===== src/rtl/assert_macros.svh =====
// Assertion macros shared by the RTL that checks itself.
`ifndef ASSERT_MACROS_SVH
`define ASSERT_MACROS_SVH
`ifndef ASSERT_OFF
// Check that an expression holds at every clock edge outside reset.
`define ASSERT_ALWAYS(lbl, clk, rst_n, expr) \
  lbl: assert property (@(posedge clk) disable iff (!rst_n) (expr)) \
    else $error("assertion failed: invariant violated");
// Check that an antecedent implies a consequent in the same cycle.
`define ASSERT_IMPLY(lbl, clk, rst_n, ante, cons) \
  lbl: assert property (@(posedge clk) disable iff (!rst_n) (ante) |-> (cons)) \
    else $error("assertion failed: implication violated");
`else
`define ASSERT_ALWAYS(lbl, clk, rst_n, expr)
`define ASSERT_IMPLY(lbl, clk, rst_n, ante, cons)
`endif
`endif


===== src/rtl/tgh_pkg.sv =====
// Shared types, constants and decode functions of the handle pool.
package tgh_pkg;

  // Pool sizes and the layout of the shared slot store
  localparam int BLOCK_SLOTS = 64;
  localparam int MIDI_SLOTS  = 32;
  localparam int AME_SLOTS   = 4;
  localparam int TOTAL_SLOTS = BLOCK_SLOTS + MIDI_SLOTS + AME_SLOTS;
  localparam int BLOCK_BASE  = 0;
  localparam int MIDI_BASE   = BLOCK_SLOTS;
  localparam int AME_BASE    = BLOCK_SLOTS + MIDI_SLOTS;
  localparam int ADDR_W      = (TOTAL_SLOTS > 1) ? $clog2(TOTAL_SLOTS) : 1;

  // Field widths
  localparam int ACTION_W = 2;
  localparam int KIND_W   = 2;
  localparam int TAG_W    = 5;
  localparam int SLOT_W   = 8;
  localparam int SEQ_W    = 16;
  localparam int HANDLE_W = TAG_W + SLOT_W + SEQ_W;
  localparam int STATUS_W = 2;
  localparam int CNT_W    = SLOT_W + 1;

  // Command queue between front and back
  localparam int QDEPTH = 2;
  localparam int QPTR_W = (QDEPTH > 1) ? $clog2(QDEPTH) : 1;
  localparam int QCNT_W = $clog2(QDEPTH + 1);

  // Action codes
  localparam logic [ACTION_W-1:0] ACT_ALLOC  = 2'd0;
  localparam logic [ACTION_W-1:0] ACT_FREE   = 2'd1;
  localparam logic [ACTION_W-1:0] ACT_LOOKUP = 2'd2;

  // Pool codes, equal to the handle type tags
  localparam logic [KIND_W-1:0] POOL_NONE  = 2'd0;
  localparam logic [KIND_W-1:0] POOL_BLOCK = 2'd1;
  localparam logic [KIND_W-1:0] POOL_MIDI  = 2'd2;
  localparam logic [KIND_W-1:0] POOL_AME   = 2'd3;

  typedef enum logic [STATUS_W-1:0] {
    ST_OK,
    ST_FULL,
    ST_INVALID,
    ST_BADTYPE
  } status_t;

  typedef enum logic [2:0] {
    OP_ALLOC,
    OP_FREE,
    OP_LOOKUP,
    OP_BADTYPE,
    OP_INVALID
  } op_t;

  typedef enum logic [1:0] {
    BK_IDLE,
    BK_READ,
    BK_EXEC
  } back_state_t;

  // Classified request handed from front to back
  typedef struct packed {
    op_t                   op;
    logic [KIND_W-1:0]     pool;
    logic [SLOT_W-1:0]     slot;
    logic [SEQ_W-1:0]      seq;
    logic [HANDLE_W-1:0]   handle;
  } cmd_t;

  // Map a handle type tag to a pool, POOL_NONE when unknown
  function automatic logic [KIND_W-1:0] tag_to_pool(input logic [TAG_W-1:0] tag);
    logic [KIND_W-1:0] pool;
    pool = POOL_NONE;
    if (tag == TAG_W'(POOL_BLOCK)) pool = POOL_BLOCK;
    else if (tag == TAG_W'(POOL_MIDI)) pool = POOL_MIDI;
    else if (tag == TAG_W'(POOL_AME)) pool = POOL_AME;
    return pool;
  endfunction

  // Number of slots in a pool
  function automatic logic [CNT_W-1:0] pool_count(input logic [KIND_W-1:0] pool);
    logic [CNT_W-1:0] cnt;
    unique case (pool)
      POOL_BLOCK: cnt = CNT_W'(BLOCK_SLOTS);
      POOL_MIDI:  cnt = CNT_W'(MIDI_SLOTS);
      POOL_AME:   cnt = CNT_W'(AME_SLOTS);
      default:    cnt = '0;
    endcase
    return cnt;
  endfunction

  // First address of a pool in the shared slot store
  function automatic logic [ADDR_W-1:0] pool_base(input logic [KIND_W-1:0] pool);
    logic [ADDR_W-1:0] base;
    unique case (pool)
      POOL_BLOCK: base = ADDR_W'(BLOCK_BASE);
      POOL_MIDI:  base = ADDR_W'(MIDI_BASE);
      POOL_AME:   base = ADDR_W'(AME_BASE);
      default:    base = '0;
    endcase
    return base;
  endfunction

endpackage


===== src/rtl/typed_generational_handle_pool.sv =====
// The back end works on one request at a time and finishes it before it takes the next, in a take /
// memory read / update sequence around the registered read of the slot sequence memory.
// Up to two requests wait in the command queue while the back end or the output stalls.
// Reset (synchronous, rst_n low) marks every slot free with sequence zero at once; no sweep.
// Top level: typed generational handle pool with decoupled front and back ends.
`include "assert_macros.svh"

module typed_generational_handle_pool (
  input  logic                         clk,
  input  logic                         rst_n,
  input  logic                         in_valid,
  output logic                         in_stall,
  input  logic [tgh_pkg::ACTION_W-1:0] in_action,
  input  logic [tgh_pkg::KIND_W-1:0]   in_pool_kind,
  input  logic [tgh_pkg::HANDLE_W-1:0] in_handle,
  output logic                         out_valid,
  input  logic                         out_stall,
  output logic [tgh_pkg::STATUS_W-1:0] out_status,
  output logic [tgh_pkg::HANDLE_W-1:0] out_result_handle
);
  import tgh_pkg::*;

  cmd_t              push_cmd;
  cmd_t              head_cmd;
  logic              q_push;
  logic              q_pop;
  logic              q_full;
  logic              q_empty;
  logic [QCNT_W-1:0] q_count;

  // Classify incoming beats
  tgh_front u_front (
    .in_valid     (in_valid),
    .in_stall     (in_stall),
    .in_action    (in_action),
    .in_pool_kind (in_pool_kind),
    .in_handle    (in_handle),
    .q_full       (q_full),
    .q_push       (q_push),
    .q_cmd        (push_cmd)
  );

  // Buffer commands between the two ends
  tgh_fifo u_fifo (
    .clk      (clk),
    .rst_n    (rst_n),
    .push     (q_push),
    .push_cmd (push_cmd),
    .pop      (q_pop),
    .head_cmd (head_cmd),
    .full     (q_full),
    .empty    (q_empty),
    .count    (q_count)
  );

  // Execute against slot state
  tgh_back u_back (
    .clk               (clk),
    .rst_n             (rst_n),
    .q_empty           (q_empty),
    .q_cmd             (head_cmd),
    .q_pop             (q_pop),
    .out_valid         (out_valid),
    .out_stall         (out_stall),
    .out_status        (out_status),
    .out_result_handle (out_result_handle)
  );

  // Queue occupancy stays within its depth
  `ASSERT_ALWAYS(a_queue_bound, clk, rst_n, q_count <= QCNT_W'(QDEPTH))
  // The back end only takes a command that is there
  `ASSERT_IMPLY(a_pop_nonempty, clk, rst_n, q_pop, q_count != '0)
  // A fresh result follows a command that the back end took earlier
  `ASSERT_IMPLY(a_result_after_pop, clk, rst_n, $rose(out_valid), $past(q_pop, 3))

endmodule


===== src/rtl/tgh_front.sv =====
// Front end: accepts request beats and classifies them into commands.
module tgh_front (
  input  logic                         in_valid,
  output logic                         in_stall,
  input  logic [tgh_pkg::ACTION_W-1:0] in_action,
  input  logic [tgh_pkg::KIND_W-1:0]   in_pool_kind,
  input  logic [tgh_pkg::HANDLE_W-1:0] in_handle,
  input  logic                         q_full,
  output logic                         q_push,
  output tgh_pkg::cmd_t                q_cmd
);
  import tgh_pkg::*;

  logic [TAG_W-1:0]  tag;
  logic [KIND_W-1:0] hpool;

  // Stall while the queue has no room
  assign in_stall = q_full;
  assign q_push   = in_valid && !q_full;

  assign tag   = in_handle[HANDLE_W-1 -: TAG_W];
  assign hpool = tag_to_pool(tag);

  // Classify the request; handle checks that need slot state go to the back end
  always_comb begin
    q_cmd        = '0;
    q_cmd.op     = OP_INVALID;
    q_cmd.pool   = POOL_NONE;
    q_cmd.slot   = in_handle[SEQ_W +: SLOT_W];
    q_cmd.seq    = in_handle[SEQ_W-1:0];
    q_cmd.handle = in_handle;
    unique case (in_action) inside
      ACT_ALLOC: begin
        if (in_pool_kind == POOL_NONE) begin
          q_cmd.op = OP_BADTYPE;
        end else begin
          q_cmd.op   = OP_ALLOC;
          q_cmd.pool = in_pool_kind;
        end
      end
      ACT_FREE, ACT_LOOKUP: begin
        if (in_action == ACT_LOOKUP && in_handle == '0) begin
          q_cmd.op = OP_INVALID;
        end else if (hpool == POOL_NONE) begin
          q_cmd.op = OP_BADTYPE;
        end else if (CNT_W'(q_cmd.slot) >= pool_count(hpool)) begin
          q_cmd.op = OP_INVALID;
        end else begin
          q_cmd.op   = (in_action == ACT_FREE) ? OP_FREE : OP_LOOKUP;
          q_cmd.pool = hpool;
        end
      end
      default: begin
        q_cmd.op = OP_INVALID;
      end
    endcase
  end

endmodule


===== src/rtl/tgh_fifo.sv =====
// Short command queue between the front end and the back end.
module tgh_fifo (
  input  logic                       clk,
  input  logic                       rst_n,
  input  logic                       push,
  input  tgh_pkg::cmd_t              push_cmd,
  input  logic                       pop,
  output tgh_pkg::cmd_t              head_cmd,
  output logic                       full,
  output logic                       empty,
  output logic [tgh_pkg::QCNT_W-1:0] count
);
  import tgh_pkg::*;

  cmd_t              entry_r [QDEPTH];
  logic [QPTR_W-1:0] wr_ptr_r, wr_ptr_nxt;
  logic [QPTR_W-1:0] rd_ptr_r, rd_ptr_nxt;
  logic [QCNT_W-1:0] cnt_r, cnt_nxt;
  logic              do_push, do_pop;

  assign full     = (cnt_r == QCNT_W'(QDEPTH));
  assign empty    = (cnt_r == '0);
  assign count    = cnt_r;
  assign head_cmd = entry_r[rd_ptr_r];
  assign do_push  = push && !full;
  assign do_pop   = pop && !empty;

  // Advance pointers with wrap at the queue depth
  always_comb begin
    wr_ptr_nxt = wr_ptr_r;
    rd_ptr_nxt = rd_ptr_r;
    cnt_nxt    = cnt_r;
    if (do_push) begin
      wr_ptr_nxt = (wr_ptr_r == QPTR_W'(QDEPTH - 1)) ? '0 : wr_ptr_r + 1'b1;
    end
    if (do_pop) begin
      rd_ptr_nxt = (rd_ptr_r == QPTR_W'(QDEPTH - 1)) ? '0 : rd_ptr_r + 1'b1;
    end
    if (do_push && !do_pop) begin
      cnt_nxt = cnt_r + 1'b1;
    end else if (do_pop && !do_push) begin
      cnt_nxt = cnt_r - 1'b1;
    end
  end

  always_ff @(posedge clk) begin
    if (!rst_n) begin
      wr_ptr_r <= '0;
      rd_ptr_r <= '0;
      cnt_r    <= '0;
    end else begin
      wr_ptr_r <= wr_ptr_nxt;
      rd_ptr_r <= rd_ptr_nxt;
      cnt_r    <= cnt_nxt;
    end
  end

  // Store the pushed beat
  always_ff @(posedge clk) begin
    if (do_push) begin
      entry_r[wr_ptr_r] <= push_cmd;
    end
  end

endmodule


===== src/rtl/tgh_back.sv =====
// Back end: slot state, sequence memory, command execution and result register.
module tgh_back (
  input  logic                         clk,
  input  logic                         rst_n,
  input  logic                         q_empty,
  input  tgh_pkg::cmd_t                q_cmd,
  output logic                         q_pop,
  output logic                         out_valid,
  input  logic                         out_stall,
  output logic [tgh_pkg::STATUS_W-1:0] out_status,
  output logic [tgh_pkg::HANDLE_W-1:0] out_result_handle
);
  import tgh_pkg::*;

  back_state_t             state_r, state_nxt;
  cmd_t                    cmd_r, cmd_nxt;
  logic [ADDR_W-1:0]       addr_r, addr_nxt;
  logic                    found_r, found_nxt;
  logic [TOTAL_SLOTS-1:0]  free_r, free_nxt;
  logic [TOTAL_SLOTS-1:0]  wr_r, wr_nxt;
  logic [SEQ_W-1:0]        seq_mem [TOTAL_SLOTS];
  logic [SEQ_W-1:0]        rdata_r;
  logic                    out_valid_r, out_valid_nxt;
  status_t                 status_r, status_nxt;
  logic [HANDLE_W-1:0]     handle_r, handle_nxt;

  logic                    blk_found, midi_found, ame_found;
  logic [SLOT_W-1:0]       blk_slot, midi_slot, ame_slot;
  logic                    sel_found;
  logic [SLOT_W-1:0]       sel_slot;
  logic [SEQ_W-1:0]        cur_seq, new_seq;
  logic                    out_free;
  logic                    mem_we;

  assign out_valid         = out_valid_r;
  assign out_status        = status_r;
  assign out_result_handle = handle_r;
  assign out_free          = !out_valid_r || !out_stall;

  // Find the lowest free slot of each pool
  always_comb begin
    blk_found = 1'b0;
    blk_slot  = '0;
    for (int i = BLOCK_SLOTS - 1; i >= 0; i--) begin
      if (free_r[BLOCK_BASE + i]) begin
        blk_found = 1'b1;
        blk_slot  = SLOT_W'(i);
      end
    end
  end

  always_comb begin
    midi_found = 1'b0;
    midi_slot  = '0;
    for (int i = MIDI_SLOTS - 1; i >= 0; i--) begin
      if (free_r[MIDI_BASE + i]) begin
        midi_found = 1'b1;
        midi_slot  = SLOT_W'(i);
      end
    end
  end

  always_comb begin
    ame_found = 1'b0;
    ame_slot  = '0;
    for (int i = AME_SLOTS - 1; i >= 0; i--) begin
      if (free_r[AME_BASE + i]) begin
        ame_found = 1'b1;
        ame_slot  = SLOT_W'(i);
      end
    end
  end

  // Pick the search result of the requested pool
  always_comb begin
    unique case (q_cmd.pool)
      POOL_BLOCK: begin
        sel_found = blk_found;
        sel_slot  = blk_slot;
      end
      POOL_MIDI: begin
        sel_found = midi_found;
        sel_slot  = midi_slot;
      end
      POOL_AME: begin
        sel_found = ame_found;
        sel_slot  = ame_slot;
      end
      default: begin
        sel_found = 1'b0;
        sel_slot  = '0;
      end
    endcase
  end

  // A slot never written still holds its reset sequence of zero
  assign cur_seq = wr_r[addr_r] ? rdata_r : '0;
  assign new_seq = cur_seq + 1'b1;

  // Sequence the command: take, read the slot, then update and report
  always_comb begin
    state_nxt     = state_r;
    cmd_nxt       = cmd_r;
    addr_nxt      = addr_r;
    found_nxt     = found_r;
    free_nxt      = free_r;
    wr_nxt        = wr_r;
    out_valid_nxt = out_valid_r;
    status_nxt    = status_r;
    handle_nxt    = handle_r;
    q_pop         = 1'b0;
    mem_we        = 1'b0;

    // Drop the result once the beat is taken
    if (out_valid_r && !out_stall) begin
      out_valid_nxt = 1'b0;
    end

    unique case (state_r)
      BK_IDLE: begin
        if (!q_empty) begin
          q_pop   = 1'b1;
          cmd_nxt = q_cmd;
          if (q_cmd.op == OP_ALLOC) begin
            cmd_nxt.slot = sel_slot;
            found_nxt    = sel_found;
            addr_nxt     = pool_base(q_cmd.pool) + ADDR_W'(sel_slot);
          end else begin
            found_nxt = 1'b1;
            addr_nxt  = pool_base(q_cmd.pool) + ADDR_W'(q_cmd.slot);
          end
          state_nxt = BK_READ;
        end
      end
      BK_READ: begin
        state_nxt = BK_EXEC;
      end
      BK_EXEC: begin
        if (out_free) begin
          out_valid_nxt = 1'b1;
          status_nxt    = ST_INVALID;
          handle_nxt    = '0;
          case (cmd_r.op)
            OP_ALLOC: begin
              if (found_r) begin
                mem_we           = 1'b1;
                wr_nxt[addr_r]   = 1'b1;
                free_nxt[addr_r] = 1'b0;
                status_nxt       = ST_OK;
                handle_nxt       = {TAG_W'(cmd_r.pool), cmd_r.slot, new_seq};
              end else begin
                status_nxt = ST_FULL;
              end
            end
            OP_FREE, OP_LOOKUP: begin
              if (!free_r[addr_r] && cur_seq == cmd_r.seq) begin
                status_nxt = ST_OK;
                handle_nxt = cmd_r.handle;
                if (cmd_r.op == OP_FREE) begin
                  free_nxt[addr_r] = 1'b1;
                end
              end
            end
            OP_BADTYPE: begin
              status_nxt = ST_BADTYPE;
            end
            default: begin
              status_nxt = ST_INVALID;
            end
          endcase
          state_nxt = BK_IDLE;
        end
      end
      default: begin
        state_nxt = BK_IDLE;
      end
    endcase
  end

  always_ff @(posedge clk) begin
    if (!rst_n) begin
      state_r     <= BK_IDLE;
      free_r      <= '1;
      wr_r        <= '0;
      out_valid_r <= 1'b0;
    end else begin
      state_r     <= state_nxt;
      free_r      <= free_nxt;
      wr_r        <= wr_nxt;
      out_valid_r <= out_valid_nxt;
    end
  end

  // Hold command and result payload
  always_ff @(posedge clk) begin
    cmd_r    <= cmd_nxt;
    addr_r   <= addr_nxt;
    found_r  <= found_nxt;
    status_r <= status_nxt;
    handle_r <= handle_nxt;
  end

  // Sequence memory: one write and one registered read per cycle
  always_ff @(posedge clk) begin
    if (mem_we) begin
      seq_mem[addr_r] <= new_seq;
    end
    rdata_r <= seq_mem[addr_r];
  end

endmodule

===== config.mk =====
export PLATFORM = sky130hd
export DESIGN_NAME = typed_generational_handle_pool
export DESIGN_NICKNAME = d
export VERILOG_FILES = /design/src/rtl/tgh_pkg.sv /design/src/rtl/typed_generational_handle_pool.sv /design/src/rtl/tgh_front.sv /design/src/rtl/tgh_fifo.sv /design/src/rtl/tgh_back.sv
export VERILOG_INCLUDE_DIRS = /design/src /design/src/rtl
export SDC_FILE = /design/constraint.sdc
export NUM_CORES = 2
export LEC_CHECK = 0
export ABC_AREA = 0
export BUFFER_PORTS_ARGS = -buffer_cell sky130_fd_sc_hd__buf_2
export CORE_UTILIZATION = 66
export CTS_CLUSTER_DIAMETER = 200
export DETAILED_ROUTE_END_ITERATION = 7
export PLACE_DENSITY = 0.81
export REMOVE_ABC_BUFFERS = 1
export SETUP_SLACK_MARGIN = 0.15
export SLEW_MARGIN = 20
export SYNTH_ARGS = -nofsm -noshare
export SYNTH_HDL_FRONTEND = slang
export SYNTH_SLANG_ARGS = --single-unit

===== constraint.sdc =====
create_clock -name clk -period 17.3 [get_ports clk]
set_input_delay 1.73 -clock clk [delete_from_list [all_inputs] [get_ports clk]]
set_output_delay 1.73 -clock clk [all_outputs]
set_load 0.02 [all_outputs]

==> results.md <==
* Status: complete, no violations
* Top-count cell post-synth: edfxtp_1
* Sequential area share after synthesis at 0.753
* Setup total negative slack at 0 ns
* DRC at 0
* Worst path max stage delay at 0.94 ns
* CP endpoint kind: flip-flop
* PostCTS Resize Cnt at 0
* Pwr/cell area at 170 mW/mm2
* GP Congestion at 1.03
* Register area at 0.0569 mm2
* EDFF count, synth at 1744
* Main synth FF type: edfxtp_1
* CP top delay family: simple AND/OR/NAND/NOR gates
* Nets at 4933
* First drt pass iteration count at 8
* Synth area leaders: edfxtp_1 (69%), dfxtp_1 (5.9%), a22oi_1 (5.7%), nand4_1 (1.7%), a221oi_1 (1.6%)
* Placed cell area at 0.0783 mm2
* Setup CP Type: reg2reg
* Syn Std Cell Area at 0.0755 mm2
* CP most frequent cell: buf_4
* Total Routing Usage GR at 0.433
* Core Region at 0.113 mm2
* Clk root buf: clkbuf_16
* Post-DRT Antenna Nets at 0
* Unrepaired setup endpoints after global routing: false
* CTS Sinks at 1968
* PortBufs at 69
* DR iter-0 viols at 9167
* Vias in the first global route at 48600
* Worst slew margin at 0.0849
* Fin crit share at 0.448
* Vias at 51000
* Max clock buf depth at 3
* Worst Hold Class: reg2reg
* Die Ht at 340 um
* Buffer and inverter count on the worst path at 3
* Setup Viol. Count Final at 0
* # Max-Cap Violations at 0
* Fill cells at 6343
* Setup WS post-layout at 9.55 ns
* Synth Instances at 4818
* Die W at 340 um
* Largest net degree at the start of global routing at 117
* Post-Route WL at 253000 um
* Buffers inserted by post-CTS timing repair at 0
* Cell Chain, Critical Path: buf_4 > nor2b_1 > a221oi_1 > o22ai_1 > o2bb2ai_1 > nor4b_4 > and2_4 > nand2b_4 > inv_1 > ha_4 > and3_1 > nand3_1 > xor2_1 > nor2_4 > buf_4
* Critical Path Start Type: flip-flop
* Post-synth top cells: edfxtp_1 (1744), a22oi_1 (576), nor2_1 (303), dfxtp_1 (224), nand4_1 (201)
* First-pass GRT wire length at 352000 um
* I/O pin count at 70
* Slowest stage cell, crit path: edfxtp_1
* Yosys warns at 0
* Min Tclk post-route at 7.75 ns
* Pleak at 26.1 nW
* Synth area leader: edfxtp_1
* Peak VDD IR at 0.175 mV
* Syn avg cell area at 15.7 um2
* Multi-input combinational cell area at 0.0178 mm2
* CTS tree: yes
* Detailed Place HPWL at 141000 um
* WP data arrival at 8.26 ns
* CP max FO at 102
* Grt ovf at 0
* Initial antenna violation count at 19
* Worst Path Required at 17.81 ns
* Final Cell Area at 0.0844 mm2
* Final Max Tran Viols at 0
* Area growth syn-to-layout at 11.8%
* Via density at 7.79
* Worst-Margin Slew at 1.37 ns
* Layout cells sized above 1 at 0.142
* Reg clk slew, reported paths at 0.07 ns
* Netlist cell types at 83
* Ys async rst share at 0
* # rows at 123
* Worst skew pair latency at 0.83 ns
* Placement Setup Slack at 9.89 ns
* Register bit total from synthesis at 1968
* Clock Skew at 0.0394 ns
* Die ar. at 0.116 mm2
* Per-cell routed wire length at 38.7 um
* H-tree Lvls at 4
* Area share of the largest cell type after synthesis at 0.694
* Max frequency at 129 MHz
* Count of final hold-check violations at 0
* Starting Density at 0.668
* Num CTS Buffers at 183
* Post-CTS Hold Fix Bufs at 0
==> cells in the final DEF, fill, tap and decap left out, types with 17 or more instances in the layout <==
master	n
a22oi_1	576
clkbuf_1	46
a31oi_1	72
edfxtp_1	1744
nand2_1	72
clkbuf_16	189
dfxtp_1	224
clkinv_2	28
mux2i_1	17
nor4_1	39
mux4_2	22
a41oi_1	33
a21oi_1	187
nor2_4	61
o21a_1	103
mux2_2	53
a22o_1	108
buf_2	68
nor3b_1	102
o21ai_0	70
inv_1	41
nor2_1	188
clkinv_1	32
nor3_1	29
buf_4	142
a32o_1	27
nand3_1	34
a221oi_1	138
nor2_2	55
nand4_1	201
==> through the flow <==
step | hold slack, ns | cells | utilization | power [mW]
after floorplan | 0.434 | 4476 | - | 8.42
after detailed placement | 0.451 | 6197 | 0.693 | 10.1
after global routing | 0.474 | 6535 | 0.747 | 14.5
after global placement | 0.442 | 6197 | 0.693 | 10.0
after CTS | 0.466 | 6531 | 0.746 | 14.1
final | 0.468 | 6546 | 0.747 | 14.3
==> worst paths after layout <==
check | startpoint | slack, ns | endpoint | cells after the start
worst max-delay path | u_back.addr_r[2] | 9.55 | u_back.seq_mem[13][10] | 15
worst min-delay path | u_back.wr_r[68] | 0.47 | u_back.wr_r[68] | 1
worst max register to register | u_back.addr_r[2] | 9.55 | u_back.seq_mem[13][10] | 15
worst min register to register | u_back.wr_r[68] | 0.47 | u_back.wr_r[68] | 1
==> where the power goes <==
group | total, mW | switching [mW] | internal (mW)
combinational | 4.20 | 3.21 | 0.986
clock | 4.04 | 1.78 | 2.26
sequential | 6.10 | 0.135 | 5.97
total | 14.3 | 5.13 | 9.21
==> flip-flops by register name, indices dropped and copies added, names as in the netlist, 2 cells and up, named ones only <==
name and cells:
u_back.out_status 2, u_back.rdata_r 16, u_back.state_r 2, u_back.addr_r 7
u_fifo.count 2, u_fifo.entry_r 68, u_back.cmd_r 37, u_back.wr_r 100
u_back.seq_mem 1600, u_back.out_result_handle 29
==> metal layers <==
layer  track usage  share of wire  vias to the layer above
li1              -              -                    19900
met2         0.633           0.44                     5106
met5             0        0.00041                        -
met1         0.570           0.33                    25000
met3         0.141           0.15                     1014
met4         0.263          0.070                       16
==> layout make-up <==
type	instances	area share
inverter	44	0.00196
multi-input combinational	2464	0.211
timing repair buffer	225	0.0202
clock buffer	243	0.0594
sequential	1968	0.674
tap	1500	0.0222
clock inverter	91	0.0112
antenna	11	0.000326
==> cells by family after synthesis <==
logic type,synth area share
adders and majority gates,0.00166
buffers and inverters,0.0216
muxes,0.0178
AOI/OAI and AO/OA,0.140
xor gates and xnor gates,0.00313
DFF,0.753
and+or+nand+nor,0.0631
(Power assumes the default switching activity.)
